===== src/hw/rtl/sem_pkg.sv =====
// Shared types and constants for the RGB Sobel edge magnitude block.
package sem_pkg;

    // Default frame limits
    localparam int MAX_WIDTH  = 1024;
    localparam int MAX_HEIGHT = 1024;

    // Configuration register layout
    localparam int CFG_W     = 11;
    localparam int CFG_IDX_W = 1;
    localparam int CFG_RESET = 1024;

    typedef enum logic [CFG_IDX_W-1:0] {
        REG_IMAGE_WIDTH  = 1'b0,
        REG_IMAGE_HEIGHT = 1'b1
    } cfg_reg_t;

    // Input operation codes
    typedef enum logic {
        OP_PIXEL = 1'b0,
        OP_DRAIN = 1'b1
    } op_t;

    // Magnitude limits
    localparam logic [7:0]  PIX_MAX   = 8'd255;
    localparam logic [20:0] SAT_LIMIT = 21'd65281;

    // Queue between the front and the back
    localparam int Q_DEPTH = 2;
    localparam int Q_PW    = 1;

    // One pixel: red in the low byte, blue in the high byte
    typedef logic [23:0] pixel_t;

    typedef struct packed {
        logic       operation;
        logic [7:0] in_red;
        logic [7:0] in_green;
        logic [7:0] in_blue;
    } in_item_t;

    typedef struct packed {
        logic [7:0] out_red;
        logic [7:0] out_green;
        logic [7:0] out_blue;
        logic       last_of_frame;
    } out_item_t;

    // Masked 3x3 neighbourhood, tap[row][column], row 0 top, column 0 left
    typedef struct packed {
        logic                  last;
        pixel_t [2:0][2:0]     tap;
    } window_t;

endpackage


===== src/hw/rtl/sem_queue.sv =====
// Two-entry queue of neighbourhood requests between front and back.
module sem_queue (
    input  logic             clk,
    input  logic             rst_n,
    input  logic             push,
    input  sem_pkg::window_t wdata,
    output logic             space,
    input  logic             pop,
    output logic             valid,
    output sem_pkg::window_t rdata
);

    sem_pkg::window_t             mem_reg [sem_pkg::Q_DEPTH];
    logic [sem_pkg::Q_PW-1:0]     wr_ptr_reg;
    logic [sem_pkg::Q_PW-1:0]     rd_ptr_reg;
    logic [sem_pkg::Q_PW:0]       count_reg;

    assign space = (count_reg != (sem_pkg::Q_PW + 1)'(sem_pkg::Q_DEPTH));
    assign valid = (count_reg != '0);
    assign rdata = mem_reg[rd_ptr_reg];

    // Store incoming requests
    always_ff @(posedge clk)
    begin
        if (push)
        begin
            mem_reg[wr_ptr_reg] <= wdata;
        end
    end

    // Advance pointers and occupancy
    always_ff @(posedge clk or negedge rst_n)
    begin
        if (!rst_n)
        begin
            wr_ptr_reg <= '0;
            rd_ptr_reg <= '0;
            count_reg  <= '0;
        end
        else
        begin
            if (push)
            begin
                wr_ptr_reg <= wr_ptr_reg + 1'b1;
            end
            if (pop)
            begin
                rd_ptr_reg <= rd_ptr_reg + 1'b1;
            end
            if (push && !pop)
            begin
                count_reg <= count_reg + 1'b1;
            end
            else if (pop && !push)
            begin
                count_reg <= count_reg - 1'b1;
            end
        end
    end

endmodule


===== config.mk =====
export PLATFORM = sky130hd
export DESIGN_NAME = sem_queue
export DESIGN_NICKNAME = d
export VERILOG_FILES = /design/src/hw/rtl/sem_pkg.sv /design/src/hw/rtl/sem_queue.sv
export SDC_FILE = /design/constraint.sdc
export NUM_CORES = 1
export LEC_CHECK = 0
export ABC_CLOCK_PERIOD_IN_PS = 15000
export BUFFER_PORTS_ARGS = -buffer_cell sky130_fd_sc_hd__buf_4
export CAP_MARGIN = 20
export CORE_ASPECT_RATIO = 0.8
export CORE_MARGIN = 4
export CORE_UTILIZATION = 50
export DETAILED_ROUTE_END_ITERATION = 6
export PLACE_DENSITY = 0.89
export SYNTH_ARGS = -nofsm -noshare
export SYNTH_HDL_FRONTEND = slang
export SYNTH_SLANG_ARGS = --single-unit

===== constraint.sdc =====
create_clock -name clk -period 15 [get_ports clk]
set_clock_uncertainty 0.05 [all_clocks]
set_input_delay 0.75 -clock clk [delete_from_list [all_inputs] [get_ports clk]]
set_output_delay 0.75 -clock clk [all_outputs]
set_load 0.005 [all_outputs]

## Word level (Yosys, flattened, before mapping)

Memories as Yosys holds them, arrays and structs flattened.
Cells that the tools add are included.

- Reduce and logical (&&, ||, !) cells: 6
- Divide/modulo/power cells: 0
- Add/subtract/negate cells: 4
- Bitwise operators: 0
- $lt $le $gt $ge: 0
- Multiplexer cells: 4
- Shifts and indexed selects: 0
- Equal/unequal tests: 1
- $mul: 0

Operators by type and width:

| operator | count |
|---|---|
| 2-to-1 mux 2 bit | 2 |
| nonzero test 2 bit | 2 |
| adder 1 bit, second input constant | 2 |
| adder 2 x 1 -> 2 bit, second input constant | 1 |
| logical AND 1 bit | 2 |
| logical NOT 1 bit | 2 |
| 2-to-1 mux 1 bit | 2 |
| inequality test 2 bit, second input constant | 1 |
| subtractor 2 x 1 -> 2 bit, second input constant | 1 |

- Bits in writable memories: 434
- Bits in latches: 0
- Word-level logic and storage cells: 19
- Memories: 1
- Memory bits (read-only): 0
- Flip-flop bits (word level): 4

Memory list:

| name | depth | bits a word | read ports | clocked after memory_dff | wr ports | line | text |
|---|---|---|---|---|---|---|---|
| mem_reg | 2 | 217 | 1 | 0 | 1 | sem_queue.sv:13 | `sem_pkg::window_t mem_reg [sem_pkg::Q_DEPTH];` |

## Depth between registers and ports, before layout

- Word-level depth: 4
- Gate-level depth with buffers: 5

## Worst setup path before layout

No wires, ideal clock.

- Path kind: input -> register
- From: input push
- To: memory mem_reg[0][0] in the netlist's numbering, enable pin
- Stages: 1
- Path slack: 4.026 ns
- Setup time: 0.824 ns
- Buffers on the path: 0
- Data arrival time: 10.100 ns
- Cell sequence: nor2b_1

- Longest elaborated chain between the ends: 2

RTL lines:

| what | line | text |
|---|---|---|
| start: declaration | sem_queue.sv:5 | `input logic push,` |
| 2-to-1 mux 1 bit | sem_queue.sv:25 | `if (push)` |
| 2-to-1 mux 1 bit (not written as such) | sem_queue.sv:27 | `mem_reg[wr_ptr_reg] <= wdata;` |
| end: declaration | sem_queue.sv:13 |  |

No other way between the ends.

==> reports/summary.md <==
The logs give 438 for the number of clock sinks and 0 for the synthesis warning total. Worst vdd rail ir drop: 0.1294 mV. The final layout contains 1,382 nets. The hold slack came out at 358.2 ps. Across all layers, the routed design uses 8,520 vias.

The tools report the area of the core as 31,790 sq um. Top cell family by delay on the critical path: buffers and inverters. The clock passes through at most 3 buffers. The worst setup path is launched from a register. Root cell of the clock tree: clkbuf_16. The later pin in the worst-skew pair is clocked with a latency of 520 ps.

The clock transition time at the flip-flop clock pins of the worst setup and hold paths works out to 60 ps. By startpoint and endpoint, the worst setup path is classified as register to output port. The logs give 9,057 for the via count of the first global-routing pass and 0 ps for the final setup TNS.

Gates resized during post-CTS repair numbered 0. The detail route stage leaves a number of antenna-violating nets equal to 0. The logs give 5 for the total iterations of the first detailed-routing run and 595 for the count of routing violations after the opening detailed-route iteration. After detailed placement, the design holds a cell count of 1,535. The logs give 8.218 nW for the static leakage and 58 for the number of rows in the core area. The worst setup path is captured at an output port. The placed standard-cell area came out at 19,940 sq um. Summed over all nets, the half-perimeter wirelength after detailed placement is 25,740 microns.

The switching power came out at 1.038 mW. The areal power density over the cells is 183.5 nW/um^2. The arrival time of data at the critical path endpoint came out at 3690 ps. Wires add up to 37,720 microns. The clock tree synthesis step divided the H-tree into 2 levels. The combinational power share came out at 31.4%.

For the sequential fraction of the synthesis area, the log shows 80.68%. The die covers 35,530 sq um. OpenSTA, run right after detailed placement, puts the worst setup slack at 11,040 ps. In this run, the clock network consumes 24.7% of the power. The delay contributed by the slowest stage of the critical path came out at 860 ps. TritonCTS built the clock tree.

Internal power comes to 2.850 mW. Synthesis produced 691 cells. The final routed wire length divided by cell count came out at 23.44 microns. The completed layout was analyzed and its total power is 3.889 mW. Cell taking the most area after synthesis: edfxtp_1. Number of buffer and inverter instances along the worst setup path: 3. Max-cap violations in this run came to 0. Of the cells placed in the final design, the portion with a size suffix greater than 1 is 60.94%. The first global-routing pass estimated 54,660 microns of wire.

The worst relative slew slack is 26.02%. The final period demand of the worst path is 4489 ps. The number of failing hold endpoints at the final stage was 0. The area growth from synthesis to layout is 30.18%. The number of clock buffers added by TritonCTS is 41. In this run, synthesis produced a sequential element count of 438. The die is 169.4 microns tall.

The switching power as a share of total power came out at 26.70%. Static timing analysis puts the maximum clock frequency at 222.8 MHz. The slowest cell on the critical path is buf_4. The total overflow left after global routing is 0. The synthesized netlist occupies a cell area of 16,280 sq um. After detailed routing, the number of vias per cell comes to 5.295.

At the pin with the least slew margin, the transition time is 1110 ps. The worst hold path belongs to the class primary input to register. In the post-synthesis netlist, the biggest area contributors are edfxtp_1, mux2_4, mux2_2, buf_8, dfrtp_1. Measured along the x axis, the die boundary spans 209.7 microns. In this run the biggest area consumer among cell types represents 80.06% of the synthesized area. During placement, the flow inserted port buffers numbering 439.

The register with the most flip-flops in the layout has 434 of them. The utilization after layout came out at 66.67%. The tools report the overall global routing resource usage as 20.33%. The worst path meets setup with 10,510 ps of slack. The filler-free cell count of the finished design is 1,609, and the post-synthesis cell type count is 17. The final clock period utilization by the worst path was 29.92%; the DRC violation count after routing was 0. Setup repair after global routing left no endpoint under its margin. The tools report the required time at the worst-slack endpoint as 14,200 ps. The signal on the critical path passes through buf_4, buf_4, mux2_2, buf_4. Setup violations remaining at the end of the flow were counted as 0. For the number of antenna violations at the first check in global routing, the log shows 2. In this run the count of I/O pins placed on the die edge is 440.

In this run the worst path has a maximum fanout of 65. The total count of max-transition violations in the final report is 0, and the total nets after synthesis is 913. Entering global routing, the biggest net connects 70 pins.

Among the stages of the critical path, the cell type that occurs most often is buf_4. The flow ran to the end, and the final reports show no timing, DRC or antenna violations. The finished cells cover 21,190 sq um. The initial utilization of the core area, before any placement, comes to 51.21%. The mean area per synthesized cell was 23.56 sq um; the sequential share of power was 43.9%. Routability-driven placement finished with a final weighted congestion of 0.8193.
-- worst paths after layout --
check	startpoint	end	slack, ps	cells past startpoint
worst min register to register	count_reg[1]	count_reg[1]	460	1
max in group asynchronous	rst_n	rd_ptr_reg	14280	2
worst max register to register	wr_ptr_reg	mem_reg[1][123]	11960	3
min in group asynchronous	rst_n	count_reg[0]	510	2
worst min-delay path	wdata[176]	mem_reg[1][176]	360	1
worst max-delay path	rd_ptr_reg	rdata[31]	10510	4
-- what timing repair did --
action | 4_1_cts | 5_1_grt
setup buffers | 0 | 0
endpoints found under the hold margin | 4 | 0
hold buffers | 1 | 0
-- kinds of logic after synthesis --
group / after synthesis / synth area share [%]
xor+xnor: 5 / 0.2690
fa+ha+maj: 1 / 0.07685
buf+inv: 25 / 1.483
flops: 438 / 80.68
mux: 217 / 17.32
simple gates: 5 / 0.1769
-- power by group through the flow --
stage	clock network [mW]	registers (mW)	logic, mW
6_report	0.960	1.71	1.22
5_1_grt	1.04	1.73	1.29
4_1_cts	0.979	1.71	1.23
3_5_place_dp	0	1.73	1.22
3_3_place_gp	0	1.72	1.19
2_1_floorplan	0	1.76	0.688
-- layout by cell type (no fill, tap or decap), drive strengths merged --
cell	count
and2	1
buf	449
bufinv	2
clkbuf	53
clkinv	14
dfrtp	4
diode	1
dlygate4sd3	1
edfxtp	434
ha	1
inv	3
mux2	217
nand2b	1
nor2	1
nor2b	1
or2	1
xnor2	1
xor2	4
-- cell type report --
class | count | area, sq um
clock buffers | 53 | 1071
diodes | 1 | 2.502
flip-flops and latches | 438 | 13140
inverters | 1 | 3.754
fillers | 1961 | 10590
clock inverters | 18 | 145.1
well taps | 420 | 525.5
repair buffers | 450 | 3393
multi-input cells | 228 | 2914
-- metal layers --
| layer | vias up | track usage (%) | routed length, microns |
|---|---|---|---|
| met2 | 482 | 34.84 | 18900 |
| met3 | 77 | 6.856 | 3946 |
| met4 | 2 | 5.984 | 962 |
| li1 | 3694 | - | - |
| met1 | 4265 | 24.88 | 13900 |
| met5 | - | 0 | 13 |
-- Yosys cell counts, drive strengths merged --
library cell and number:
xnor2 1, xor2 4, ha 1, and2 1, or2 1, mux2 217
buf 24, nor2b 1, edfxtp 434, inv 1, dfrtp 4, nand2b 1
nor2 1
Note: power is estimated with default switching activity, not from simulation.
