===== src/hw/rtl/sem_pkg.sv =====
// Shared types and constants for the RGB Sobel edge magnitude block.
package sem_pkg;

    // Default frame limits
    localparam int MAX_WIDTH  = 1024;
    localparam int MAX_HEIGHT = 1024;

    // Configuration register layout
    localparam int CFG_W     = 11;
    localparam int CFG_IDX_W = 1;
    localparam int CFG_RESET = 1024;

    typedef enum logic [CFG_IDX_W-1:0] {
        REG_IMAGE_WIDTH  = 1'b0,
        REG_IMAGE_HEIGHT = 1'b1
    } cfg_reg_t;

    // Input operation codes
    typedef enum logic {
        OP_PIXEL = 1'b0,
        OP_DRAIN = 1'b1
    } op_t;

    // Magnitude limits
    localparam logic [7:0]  PIX_MAX   = 8'd255;
    localparam logic [20:0] SAT_LIMIT = 21'd65281;

    // Queue between the front and the back
    localparam int Q_DEPTH = 2;
    localparam int Q_PW    = 1;

    // One pixel: red in the low byte, blue in the high byte
    typedef logic [23:0] pixel_t;

    typedef struct packed {
        logic       operation;
        logic [7:0] in_red;
        logic [7:0] in_green;
        logic [7:0] in_blue;
    } in_item_t;

    typedef struct packed {
        logic [7:0] out_red;
        logic [7:0] out_green;
        logic [7:0] out_blue;
        logic       last_of_frame;
    } out_item_t;

    // Masked 3x3 neighbourhood, tap[row][column], row 0 top, column 0 left
    typedef struct packed {
        logic                  last;
        pixel_t [2:0][2:0]     tap;
    } window_t;

endpackage


===== src/hw/rtl/sem_back.sv =====
// Back end: Sobel sums, squares, digit-serial square root stages, rounding.
module sem_back (
    input  logic               clk,
    input  logic               rst_n,
    input  logic               q_valid,
    input  sem_pkg::window_t   q_data,
    output logic               q_pop,
    output logic               empty,
    input  logic               pop,
    output sem_pkg::out_item_t result
);

    localparam int NSQ = 9;

    logic              adv;
    logic              v0_reg, v1_reg;
    logic              last0_reg, last1_reg;
    logic [9:0]        ax_reg [3];
    logic [9:0]        ay_reg [3];
    logic [20:0]       s_reg [3];
    logic              sv_reg [NSQ];
    logic              slast_reg [NSQ];
    logic              sat_reg [3][NSQ];
    logic [15:0]       rad_reg [3][NSQ];
    logic [9:0]        rem_reg [3][NSQ];
    logic [7:0]        root_reg [3][NSQ];
    logic              out_v_reg;
    sem_pkg::out_item_t result_reg;
    logic [7:0]        mag [3];

    // The whole pipeline moves unless a finished result is stuck
    assign adv   = !out_v_reg || pop;
    assign q_pop = adv && q_valid;
    assign empty = !out_v_reg;
    assign result = result_reg;

    genvar ch, j;
    generate
        for (ch = 0; ch < 3; ch++)
        begin : g_lane
            logic [11:0] p [3][3];
            logic [11:0] gx, gy;

            // Sobel sums in 12-bit two's complement
            always_comb
            begin
                for (int r = 0; r < 3; r++)
                begin
                    for (int c = 0; c < 3; c++)
                    begin
                        p[r][c] = 12'(q_data.tap[r][c][8*ch +: 8]);
                    end
                end
                gx = p[0][2] - p[0][0] + ((p[1][2] - p[1][0]) << 1) + p[2][2] - p[2][0];
                gy = p[2][0] + (p[2][1] << 1) + p[2][2] - p[0][0] - (p[0][1] << 1) - p[0][2];
            end

            always_ff @(posedge clk)
            begin
                if (adv)
                begin
                    ax_reg[ch] <= gx[11] ? 10'(-gx) : gx[9:0];
                    ay_reg[ch] <= gy[11] ? 10'(-gy) : gy[9:0];
                    s_reg[ch]  <= 21'(ax_reg[ch] * ax_reg[ch]) + 21'(ay_reg[ch] * ay_reg[ch]);
                    sat_reg[ch][0]  <= (s_reg[ch] >= sem_pkg::SAT_LIMIT);
                    rad_reg[ch][0]  <= s_reg[ch][15:0];
                    rem_reg[ch][0]  <= '0;
                    root_reg[ch][0] <= '0;
                end
            end

            // One root bit per stage
            for (j = 1; j < NSQ; j++)
            begin : g_step
                logic [11:0] cur, sub;
                logic        ge;

                assign cur = {rem_reg[ch][j-1], rad_reg[ch][j-1][15:14]};
                assign sub = {2'b00, root_reg[ch][j-1], 2'b01};
                assign ge  = (cur >= sub);

                always_ff @(posedge clk)
                begin
                    if (adv)
                    begin
                        sat_reg[ch][j]  <= sat_reg[ch][j-1];
                        rad_reg[ch][j]  <= {rad_reg[ch][j-1][13:0], 2'b00};
                        rem_reg[ch][j]  <= ge ? 10'(cur - sub) : 10'(cur);
                        root_reg[ch][j] <= {root_reg[ch][j-1][6:0], ge};
                    end
                end
            end

            // Round to nearest and clamp
            logic [8:0] rounded;
            assign rounded = {1'b0, root_reg[ch][NSQ-1]}
                           + 9'(rem_reg[ch][NSQ-1] > {2'b00, root_reg[ch][NSQ-1]});
            assign mag[ch] = (sat_reg[ch][NSQ-1] || rounded[8]) ? sem_pkg::PIX_MAX
                                                                 : rounded[7:0];
        end

        for (j = 1; j < NSQ; j++)
        begin : g_flags
            always_ff @(posedge clk or negedge rst_n)
            begin
                if (!rst_n)
                begin
                    sv_reg[j] <= 1'b0;
                end
                else if (adv)
                begin
                    sv_reg[j] <= sv_reg[j-1];
                end
            end

            always_ff @(posedge clk)
            begin
                if (adv)
                begin
                    slast_reg[j] <= slast_reg[j-1];
                end
            end
        end
    endgenerate

    // Head of the pipeline and the result register
    always_ff @(posedge clk or negedge rst_n)
    begin
        if (!rst_n)
        begin
            v0_reg    <= 1'b0;
            v1_reg    <= 1'b0;
            sv_reg[0] <= 1'b0;
            out_v_reg <= 1'b0;
        end
        else if (adv)
        begin
            v0_reg    <= q_valid;
            v1_reg    <= v0_reg;
            sv_reg[0] <= v1_reg;
            out_v_reg <= sv_reg[NSQ-1];
        end
    end

    always_ff @(posedge clk)
    begin
        if (adv)
        begin
            last0_reg    <= q_data.last;
            last1_reg    <= last0_reg;
            slast_reg[0] <= last1_reg;
            result_reg.out_red       <= mag[0];
            result_reg.out_green     <= mag[1];
            result_reg.out_blue      <= mag[2];
            result_reg.last_of_frame <= slast_reg[NSQ-1];
        end
    end

endmodule


===== config.mk =====
export PLATFORM = sky130hd
export DESIGN_NAME = sem_back
export DESIGN_NICKNAME = d
export VERILOG_FILES = /design/src/hw/rtl/sem_pkg.sv /design/src/hw/rtl/sem_back.sv
export SDC_FILE = /design/constraint.sdc
export NUM_CORES = 2
export LEC_CHECK = 0
export BUFFER_PORTS_ARGS = -buffer_cell sky130_fd_sc_hd__buf_2
export CAP_MARGIN = 25
export CORE_MARGIN = 4
export CORE_UTILIZATION = 51
export CTS_CLUSTER_DIAMETER = 200
export DETAILED_ROUTE_END_ITERATION = 6
export GPL_TIMING_DRIVEN = 0
export HOLD_SLACK_MARGIN = 0.02
export PLACE_DENSITY = 0.68
export SETUP_SLACK_MARGIN = 0.4
export SYNTH_ARGS = -nofsm -noshare
export SYNTH_HDL_FRONTEND = slang
export SYNTH_SLANG_ARGS = --single-unit

===== constraint.sdc =====
create_clock -name clk -period 18.9 [get_ports clk]
set_input_delay 3.78 -clock clk [delete_from_list [all_inputs] [get_ports clk]]
set_output_delay 3.78 -clock clk [all_outputs]
set_load 0.01 [all_outputs]

# Yosys cells after proc, flatten, opt, wreduce, memory -nomap -nowiden
# Memories as Yosys holds them, arrays and structs flattened. A register that Yosys moved wholly into a read port is not among the register bits.
# Cells that the tools add are included.
# W data, S select, Z words.
word_totals:
  output_inout_bits: 27
  elab_cells: 165
  register_bits: 38
  n_memories: 8
  in_bits: 221
  ramBits: 975
classes:
  add_sub_neg: 66
  n_mul: 6
  muxes: 32
  reduce_logical: 6
  n_lt_le_gt_ge: 30
mem_list:
  columns: ["memory", "depth", "width", "read_ports", "rd_clocked_by_memory_dff", "wr", "line_no", "source"]
  rows:
  - ["rad_reg", 3, 128, 3, 0, 3, "sem_back.sv:24", "logic [15:0] rad_reg [3][NSQ];"]
  - ["rem_reg", 3, 80, 3, 0, 3, "sem_back.sv:25", "logic [9:0] rem_reg [3][NSQ];"]
  - ["root_reg", 3, 64, 3, 0, 3, "sem_back.sv:26", "logic [7:0] root_reg [3][NSQ];"]
  - ["s_reg", 3, 21, 3, 0, 3, "sem_back.sv:20", "logic [20:0] s_reg [3];"]
  - ["ax_reg", 3, 10, 3, 0, 3, "sem_back.sv:18", "logic [9:0] ax_reg [3];"]
  - ["ay_reg", 3, 10, 3, 0, 3, "sem_back.sv:19", "logic [9:0] ay_reg [3];"]
  - ["+2 memories", null, null, null, null, null, null, null]
ops:
  columns: ["op", "count"]
  rows:
  - ["$mux W10", 30]
  - ["$ge A12 B10 Y1", 21]
  - ["$sub A10 B10 Y10", 21]
  - ["$mul A10 B10 Y20", 6]
  - ["$sub A12 B8 Y12", 6]
  - ["$add A20 B20 Y21", 3]
  - ["$ge A21 B16 Y1 const B", 3]
  - ["$neg A10 Y10", 6]
  - ["$sub A8 B8 Y9", 6]
  - ["$add A11 B9 Y12", 3]
  - ["$ge A12 B10 Y1 const B", 3]
  - ["$sub A11 B8 Y12", 3]
  - ["$sub A12 B9 Y12", 3]
  - ["$add A10 B8 Y11", 3]
  - ["$add A9 B10 Y11", 3]
  - ["$add A8 B9 Y10", 3]
  - ["$gt A10 B8 Y1", 3]
  - ["$sub A10 B10 Y10 const B", 3]
  - ["$add A8 B1 Y9", 3]
  - ["$logic_or A1 B1 Y1", 4]
  - ["$mux W1", 2]
  - ["$logic_and A1 B1 Y1", 1]
  - ["$logic_not A1 Y1", 1]

# Depth between registers and ports, before layout
depth:
  depth_word: 7
  mapped_depth: 25
  ltp_nobuf: 23

# Worst setup path before layout
# OpenSTA, ideal clock, no wires.
synth_path:
  path_type: "input -> register"
  start: "input pop"
  end: "memory ax_reg[0][0], enable pin"
  t_required_ns: 17.831
  cell_stages: 3
  arrival_time_ns: 18.070
  setup_slack_ns: -0.240
  setup_time_ns: 1.069
  path_cell_list: "nor2_1 clkbuf_1 inv_1"
synth_lines:
  columns: ["item", "line_no", "source"]
  rows:
  - ["start: declaration", "sem_back.sv:9", "input logic pop,"]
  - ["end: declaration", "sem_back.sv:18", null]

# Worst setup path after layout
layout_path:
  start: "input pop"
  end: "output q_pop"
layout_via:
  elab_chain_cells: 2
layout_rtl:
  columns: ["item", "line_no", "source"]
  rows:
  - ["$logic_or A1 B1 Y1", "sem_back.sv:32", "assign adv = !out_v_reg || pop;"]
  - ["$logic_and A1 B1 Y1", "sem_back.sv:33", "assign q_pop = adv && q_valid;"]
  - ["end: declaration", "sem_back.sv:7", "output logic q_pop,"]
# Every way passes these cells.

==> results.md <==
* Outcome: completed
* Post-CTS Hold Fix Bufs at 0
* Top post-synthesis cells by area: edfxtp_1, fa_1, ha_1
* I/O pin cnt at 248
* Initial antenna violation count at 1
* CP endpoint kind: output port
* Routed len/inst at 13.9 µm
* CTS tree: yes
* Max Cap Violations at 0
* CTS H-tree lvls at 3
* FILL cells at 9,180
* Nets at 6,623
* Largest net degree at the start of global routing at 49
* Worst slew pin tran at 1.07 ns
* Register area share after synthesis at 39.0%
* Final setup fails at 0
* Min-Delay Path Class: reg2reg
* Share of cells above drive strength 1 at 8.03%
* Post-synth ARST share at 1.62%
* Crit start category: input pin
* Die width at 342 µm
* First-pass GRT wire length at 165,000 µm
* Die H at 342 µm
* Root Buffer: clkbuf_16
* Final Hold Viols at 0
* Area delta synth->final at 10.5%
* Routability Congestion at 0.878
* DP HPWL at 78,700 µm
* Worst Path Max Fanout at 5
* Worst relative slew slack at 27.1%
* Worst-path clk slew at 0.06 ns
* Storage cell area at 0.0222 mm²
* Clk sink count at 741
* Drt drc at 0
* Top cell type's share of synthesized area at 38.5%
* Vias in the first global route at 36,229
* WP data arrival at 4.41 ns
* Core Footprint at 0.111 mm²
* Path type of the worst setup path: in2out
* Total global-route track usage at 16.9%
* Post-Synthesis Cell Area at 0.0569 mm²
* CTS max path bufs at 3
* Post-synth EDFFs at 729
* Max FFs per register at 219
* Initial Util at 51.4%
* Routed WL at 95,500 µm
* Die area at 0.117 mm²
* Cell taking the most area after synthesis: edfxtp_1
* Vias at 34,817
* Clk_skew at 0.0290 ns
* RSZ-0062 raised after global routing: false
* Post-synthesis area per instance at 11.4 µm²
* Final period util at 43.3%
* Via density at 5.08
* Ys flop type: edfxtp_1
* Critical path data required time at 15.12 ns
* First-iteration detailed-routing DRC count at 1,456
* Cts repair resizes at 0
* Number of diodes at 0
* #FFs+latches synth at 741
* First-pass DRT Iterations at 5
* Post-CTS Setup Bufs at 0
* Synth Warn # at 0
* Dpl ws at 10.22 ns
* Fin crit period at 8.19 ns
* CTS buffer count at 80
* Antenna Nets Post-Route at 0
* Clock Latency Late Sink at 0.63 ns
* Multi-input gate area at 0.0307 mm²
* Port buffer count at 223
* Yosys cell types at 74
* F_max at 0.122 GHz
* Slew Viols, Final at 0
* Congestion Overflow GR at 0
* PnR worst setup slack at 10.71 ns
* Row cnt at 122
* Post-Syn Instances at 4,985
## area by class of cell
class,count,area share (%)
Multi-Input combinational cell,3181,48.8
Tap cell,1488,2.96
Inverter,984,5.88
Buffer,81,0.486
Sequential cell,741,35.3
Clock inverter,49,0.945
Timing Repair Buffer,240,2.32
Clock buffer,94,3.27
## cell families (layout without fill, tap and decap cells)
family / count (synthesis) / in the layout / share of synthesized area [%]
AO/OA/AOI/OAI: 677 / 677 / 7.66
XOR/XNOR: 332 / 332 / 5.11
buffers and inverters: 1065 / 1448 / 7.03
adder cells (fa/ha/maj): 1093 / 1093 / 31.1
AND/OR/NAND/NOR: 1020 / 1020 / 9.05
multiplexers: 56 / 56 / 1.08
flip-flops: 741 / 741 / 39.0
other: 1 / 3 / 0.00659
## layer usage
metal	global-route usage, %	share of wire [%]
met1	21.6	44
met3	2.15	3.6
met2	30.1	50
met5	0	0.0073
met4	4.80	2.4
## stage by stage
step / utilization [%] / hold WS [ns] / TNS [ns] / area (µm²) / cells
2_1_floorplan: - / 0.400 / 0 / 56900 / 4987
3_3_place_gp: 54.1 / 0.400 / -791.68 / 59900 / 6698
3_5_place_dp: 54.4 / 0.405 / 0 / 60200 / 6715
4_1_cts: 56.8 / 0.410 / 0 / 62900 / 6858
5_1_grt: 56.8 / 0.415 / 0 / 62900 / 6858
6_report: 56.8 / 0.412 / 0 / 62900 / 6858
## worst max-delay path, cell delays in order
cell	delay, ns
buf_2	0.09
nor2_1	0.28
nor2b_1	0.11
buf_2	0.15
## cells in the mapped netlist (39+ instances only)
master    instances
xnor2_1         223
edfxtp_1        729
nor4_1           39
fa_1            533
clkbuf_1         80
ha_1            560
xor2_1          109
nor2_1          183
nand4_1          41
inv_1           984
nand2_1         298
nand3_1          43
and2_1          153
nor2b_1          46
a21oi_1         168
nor3_1           63
a21o_1           95
o21ai_0         161
o21a_1           63
mux2_2           40
nand2b_1         39
## path summary, 6_finish.rpt
path / start / end / slack (ns) / cells past startpoint
min: rad_reg[1][116]$_DFFE_PN_ / rad_reg[1][102]$_DFFE_PN_ / 0.41 / 0
min reg2reg: rad_reg[1][116]$_DFFE_PN_ / rad_reg[1][102]$_DFFE_PN_ / 0.41 / 0
max reg2reg: ay_reg[0][20]$_DFFE_PN_ / s_reg[0][62]$_DFFE_PN_ / 11.41 / 20
min in group asynchronous: rst_n / out_v_reg$_DFFE_PN0N_ / 3.01 / 1
max: pop / q_pop / 10.71 / 4
max in group asynchronous: rst_n / sv_reg[4]$_DFFE_PN0N_ / 15.68 / 1
## placed cells by master, fill, tap and decap left out, types with 94 or more instances in the layout
cell	n
a21oi_1	168
xnor2_1	223
buf_2	224
edfxtp_1	729
xor2_1	109
fa_1	533
nor2_1	183
a21o_1	95
and2_1	153
inv_1	983
clkbuf_1	94
o21ai_0	161
ha_1	560
nand2_1	298
Power is not shown: default switching activity piles up to over one toggle a cycle in this logic, so the estimate is an artifact.
